===== src/hdl/swm_pkg.sv =====
// ----------------------------------------------------------------------------
// Sliding window minimum: shared definitions
// Widths, default sizes and reset values used by the interfaces, the cell
// and the top level.
// ----------------------------------------------------------------------------
package swm_pkg;

  // Width of one sample and of one result minimum.
  localparam int SAMPLE_W = 30;

  // Width of the window size register.
  localparam int CFG_W = 7;

  // Default depth of the window.
  localparam int WINDOW_MAX_DEF = 64;

  // Window size after reset.
  localparam int WINDOW_RESET = 1;

  typedef logic [SAMPLE_W-1:0] sample_t;

endpackage


===== src/hdl/swm_cell.sv =====
// ----------------------------------------------------------------------------
// Sliding window minimum: chain cell
// Holds the minimum over the newest k+1 samples for its position k. On each
// new word it takes the smaller of the new sample and its neighbor's value.
// ----------------------------------------------------------------------------
module swm_cell (
  input  logic             clk,
  input  logic             shift_en,
  input  swm_pkg::sample_t sample,
  input  swm_pkg::sample_t prev_min,
  output swm_pkg::sample_t min_q
);

  // Running minimum, advanced one position per accepted word.
  always_ff @(posedge clk) begin
    if (shift_en) begin
      min_q <= (sample < prev_min) ? sample : prev_min;
    end
  end

endmodule


===== config.mk =====
export PLATFORM = sky130hd
export DESIGN_NAME = swm_cell
export DESIGN_NICKNAME = d
export VERILOG_FILES = /design/src/hdl/swm_pkg.sv /design/src/hdl/swm_cell.sv
export SDC_FILE = /design/constraint.sdc
export NUM_CORES = 1
export LEC_CHECK = 0
export BUFFER_PORTS_ARGS = -buffer_cell sky130_fd_sc_hd__buf_2
export CAP_MARGIN = 20
export CORE_MARGIN = 5
export CORE_UTILIZATION = 51
export CTS_CLUSTER_DIAMETER = 120
export CTS_CLUSTER_SIZE = 25
export DETAILED_ROUTE_END_ITERATION = 8
export GPL_TIMING_DRIVEN = 0
export PLACE_DENSITY = 0.85
export SLEW_MARGIN = 25
export SYNTH_ARGS = -nofsm -noshare
export SYNTH_HDL_FRONTEND = slang
export SYNTH_SLANG_ARGS = --single-unit

===== constraint.sdc =====
create_clock -name clk -period 4.5 [get_ports clk]
set_input_delay 0 -clock clk [delete_from_list [all_inputs] [get_ports clk]]
set_output_delay 0 -clock clk [all_outputs]
set_load 0.05 [all_outputs]

======== Yosys cells after proc, flatten, opt, wreduce, memory -nomap -nowiden ========
Cells that the tools add are included.
word-level totals
  register bits ........................... 30
  input bits .............................. 62
  output and inout bits ................... 30
  word-level logic and storage cells ...... 3
cells by class
  magnitude comparators ................... 1
  multiplexer cells ....................... 1
operator list
  cell                 count
  < comparator 30 bit  1
  2-to-1 mux 30 bit    1

======== Logic depth before layout (Yosys ltp) ========
  word-level depth ........................ 2
  mapped depth ............................ 9
  depth with buffers taken out ............ 8

======== Least setup slack after synthesis ========
OpenSTA, ideal clock, no wires.
  path type ............................... input to register
  start point ............................. in prev_min[21]
  end point ............................... reg min_q[0] (data pin)
  library setup time ...................... 260 ps
  data arrival time ....................... 1,638 ps
  required time ........................... 4,240 ps
  slack ................................... 2,601 ps
  cell stages on the path ................. 9
  buffers on the path ..................... 1
  cell sequence ........................... inv_1 -> ha_1 -> a21oi_1 -> o21ai_0 -> a221oi_1 -> o211ai_1 -> a31oi_2 -> buf_6 -> mux2_4
between the ends
  longest elaborated chain between the ends .. 2
RTL lines
  what                  RTL line        source
  from (decl)           swm_cell.sv:10  input swm_pkg::sample_t prev_min,
  < comparator 30 bit   swm_cell.sv:17  min_q <= (sample < prev_min) ? sample : prev_min;
  2-to-1 mux 30 bit     swm_cell.sv:17
  to (signal assigned)  swm_cell.sv:17
  to (decl)             swm_cell.sv:11  output swm_pkg::sample_t min_q
Every way passes these cells.
A chain may end at the register's enable or synchronous reset.

======== Worst setup path after layout ========
  start point ............................. in sample[21]
  end point ............................... reg min_q[9] (data pin)
between the ends
  longest elaborated chain between the ends .. 2
RTL lines
  what                 RTL line        source
  from (decl)          swm_cell.sv:9   input swm_pkg::sample_t sample,
  < comparator 30 bit  swm_cell.sv:17
  2-to-1 mux 30 bit    swm_cell.sv:17
Every way passes these cells.

==> impl_metrics.csv <==
group,metric,value,unit
grt,grt_max_degree,31,
detailed_routing,remaining_drc_errors,0,
cells_and_area,mostFrequentLayoutCells,"buf_2, inv_1, mux2_4, edfxtp_1, ha_1",
power,p_int,574.1,uW
critical_path,cp-end-kind,"register",
timing,setup_tns,0,ps
critical_path,slowest_stage,"mux2_4",
grt,grt_use_met3,0.03919,
clock_network,clock-sinks,30,
cells_and_area,final_layout_size_suffix_gt1_frac,0.4981,
grt,overflow,0,
logic_synthesis,synth_cells,165,
power,clockPowerShare,0.232,
worst_hold_path,hold_end,"min_q[0]",
logic_synthesis,ys_seq_area_frac,0.4270,
critical_path,worstPathRequired,4520,ps
power,combPwrFrac,0.365,
detailed_routing,vias,1547,
power,power_density,322.6,nW/um^2
logic_synthesis,synth.ff_latch_count,30,
run,max_cap_viol_count,0,
grt,globalRoute.busiestLayer,"met2",
critical_path,worst_setup_path_start_kind,"input pin",
cells_and_area,multi_input_area,1062,sq um
detailed_routing,routed_wl,4448,microns
cells_and_area,regArea,900.9,sq um
timing,setup_ws,2580,ps
floorplan,core_area,4000,sq um
cells_and_area,fin_cells,313,
placed_design,postPlaceCellArea,2628,sq um
floorplan,rows,23,
clock_network,cts_buffers,5,
clock_network,cts_setup_buffers,0,
floorplan,die_y,74.32,microns
placed_design,place_congestion,0.7131,
logic_synthesis,synth_fp_nets,256,
floorplan,die_x,74.32,microns
floorplan,dieArea,5523,sq um
timing,slew_headroom,0.5421,
placed_design,hpwl,3669,microns
critical_path,setup.worst_path.class,"in -> reg",
placed_design,dp.cells,306,
clock_network,cts_resized,0,
cells_and_area,largest_register_ffs,30,
logic_synthesis,synth_xor_area_frac,0,
logic_synthesis,synth_top_family_by_area,"multiplexers",
power,seqPwrFrac,0.404,
logic_synthesis,synth_cell_type_count,21,
worst_hold_path,holdPathStages,2,
placed_design,dp_slack,2271,ps
grt,grt.total_usage,0.1702,
logic_synthesis,syn_area_per_cell,12.78,sq um
timing,setup_viol_count_final,0,
worst_hold_path,hp-class,"in -> reg",
grt,use_met1,0.1808,
critical_path,critPathMaxFanout,10,
critical_path,path_buf_inv,2,
grt,antenna_found_initial,0,
grt,grt_util_met2,0.3169,
timing,hold_viol_final,0,
clock_network,clk_pin_slew_worst_paths,60,ps
power,p_switching,298.2,uW
cells_and_area,final_common_cell,"buf_2",
timing,fmax,520.7,MHz
logic_synthesis,yosysWarnings,0,
cells_and_area,top_register,"min_q",
critical_path,crit_family,"compound AO/OA/AOI/OAI gates",
timing,fin_crit_sh,0.4267,
logic_synthesis,muxShareOfSynthArea,0.2135,
grt,grt_pass1_vias,1549,
cells_and_area,largestRegisters,"min_q x30",
critical_path,crit_chain,"buf_2, ha_1, a21oi_1, o21ai_0, a221oi_1, o211ai_1, a31oi_2, buf_6, mux2_4",
clock_network,cts_root_buf,"clkbuf_8",
grt,grt_first_pass_wirelength,6948,microns
clock_network,cts_tree,"built",
cells_and_area,fillCellCount,321,
timing,tightestPinTransition,686.8,ps
cells_and_area,n_antenna_cell,0,
clock_network,hold_buffers,0,
logic_synthesis,yosys.area_share.simple,0.05042,
critical_path,cp_slowest_stage_delay,320,ps
cells_and_area,design_area,2704,sq um
logic_synthesis,synth_compound_area_frac,0.06762,
placed_design,io_buffer_count,91,
worst_hold_path,hp-start,"sample[0]",
cells_and_area,nets,354,
clock_network,clk_path_buf_depth,2,
outcome,outcome,"finished clean",
cells_and_area,area_delta_synth_final,28.17,%
power,peakVddDrop,0.1377,mV
power,p_leak,1.430,nW
logic_synthesis,synthAdderAreaFrac,0.1720,
floorplan,start_util,0.5274,
detailed_routing,drt_iter0_markers,107,
timing,finalCriticalPeriod,1920,ps
detailed_routing,antenna_left,0,
power,switching_share,0.3418,
floorplan,ios,92,
detailed_routing,viasPerCell,4.942,
detailed_routing,wire_per_inst,14.21,microns
logic_synthesis,syn_area,2110,sq um
detailed_routing,dr.pass1.iters,4,
timing,rsz0062_at_grt,"no",
timing,drv_slew,0,
critical_path,worstPathArrival,1940,ps
power,totalPowerFinal,872.3,uW
clock_network,cts_max_level,2,
-- stage by stage --
stage / hold WS, ps / util
5_1_grt: 23.06 / 0.6759
2_1_floorplan: 112.5 / -
6_report: 29.05 / 0.6759
3_3_place_gp: 309.3 / 0.6569
3_5_place_dp: 312.6 / 0.6569
4_1_cts: 22.17 / 0.6759
-- cell families (layout without fill, tap and decap cells) --
kind of cell,after synthesis,in the layout
simple gates,20,20
mux,30,30
buf+inv,33,131
compound gates,23,23
fa+ha+maj,29,29
flops,30,30
-- routing by layer --
layer / wire, microns / vias to the layer above
li1: - / 792
met1: 1602 / 701
met2: 2446 / 46
met3: 320 / 8
met4: 79 / 0
met5: 0 / -
-- cells in the mapped netlist --
| cell | instances | share of area |
|---|---|---|
| nor4_2 | 1 | 0.0059 |
| a211oi_1 | 1 | 0.0036 |
| inv_1 | 30 | 0.053 |
| a21o_1 | 1 | 0.0036 |
| and4_1 | 2 | 0.0083 |
| nand2_1 | 9 | 0.016 |
| o21ai_1 | 1 | 0.0024 |
| mux2_4 | 30 | 0.21 |
| ha_1 | 29 | 0.17 |
| a21oi_1 | 11 | 0.026 |
| o21ai_0 | 3 | 0.0071 |
| nor2_1 | 1 | 0.0018 |
| edfxtp_1 | 30 | 0.43 |
| buf_6 | 3 | 0.016 |
| o211ai_1 | 2 | 0.0071 |
| nand3_1 | 4 | 0.0095 |
| o21a_1 | 1 | 0.0036 |
| nand2b_1 | 1 | 0.0030 |
| a31oi_2 | 1 | 0.0059 |
| a221oi_1 | 2 | 0.0083 |
| nand4_1 | 2 | 0.0059 |
-- area by class of cell --
type	instances	area share
Multi-Input combinational cell	102	0.3929
Sequential cell	30	0.3332
Timing Repair Buffer	91	0.1684
Inverter	30	0.04165
Clock buffer	7	0.02823
Tap cell	50	0.02314
Buffer	3	0.01249
-- power groups by stage --
| stage | clock [mW] | sequential [mW] | combinational [mW] |
|---|---|---|---|
| detailed placement | 0 | 0.359 | 0.320 |
| floorplan | 0 | 0.470 | 0.122 |
| global route | 0.220 | 0.355 | 0.341 |
| global placement | 0 | 0.357 | 0.312 |
| finish | 0.202 | 0.352 | 0.318 |
| CTS | 0.205 | 0.353 | 0.322 |
-- how the worst max path moves through the flow --
stage	cells past startpoint	slack (ps)	start	end
after floorplan	9	2600	prev_min[21]	min_q[0]
final	9	2580	sample[21]	min_q[9]
after global routing	9	2410	sample[21]	min_q[9]
after CTS	9	2550	sample[7]	min_q[9]
after global placement	9	2330	sample[7]	min_q[3]
after detailed placement	9	2270	sample[7]	min_q[7]
(Power assumes the default switching activity.)
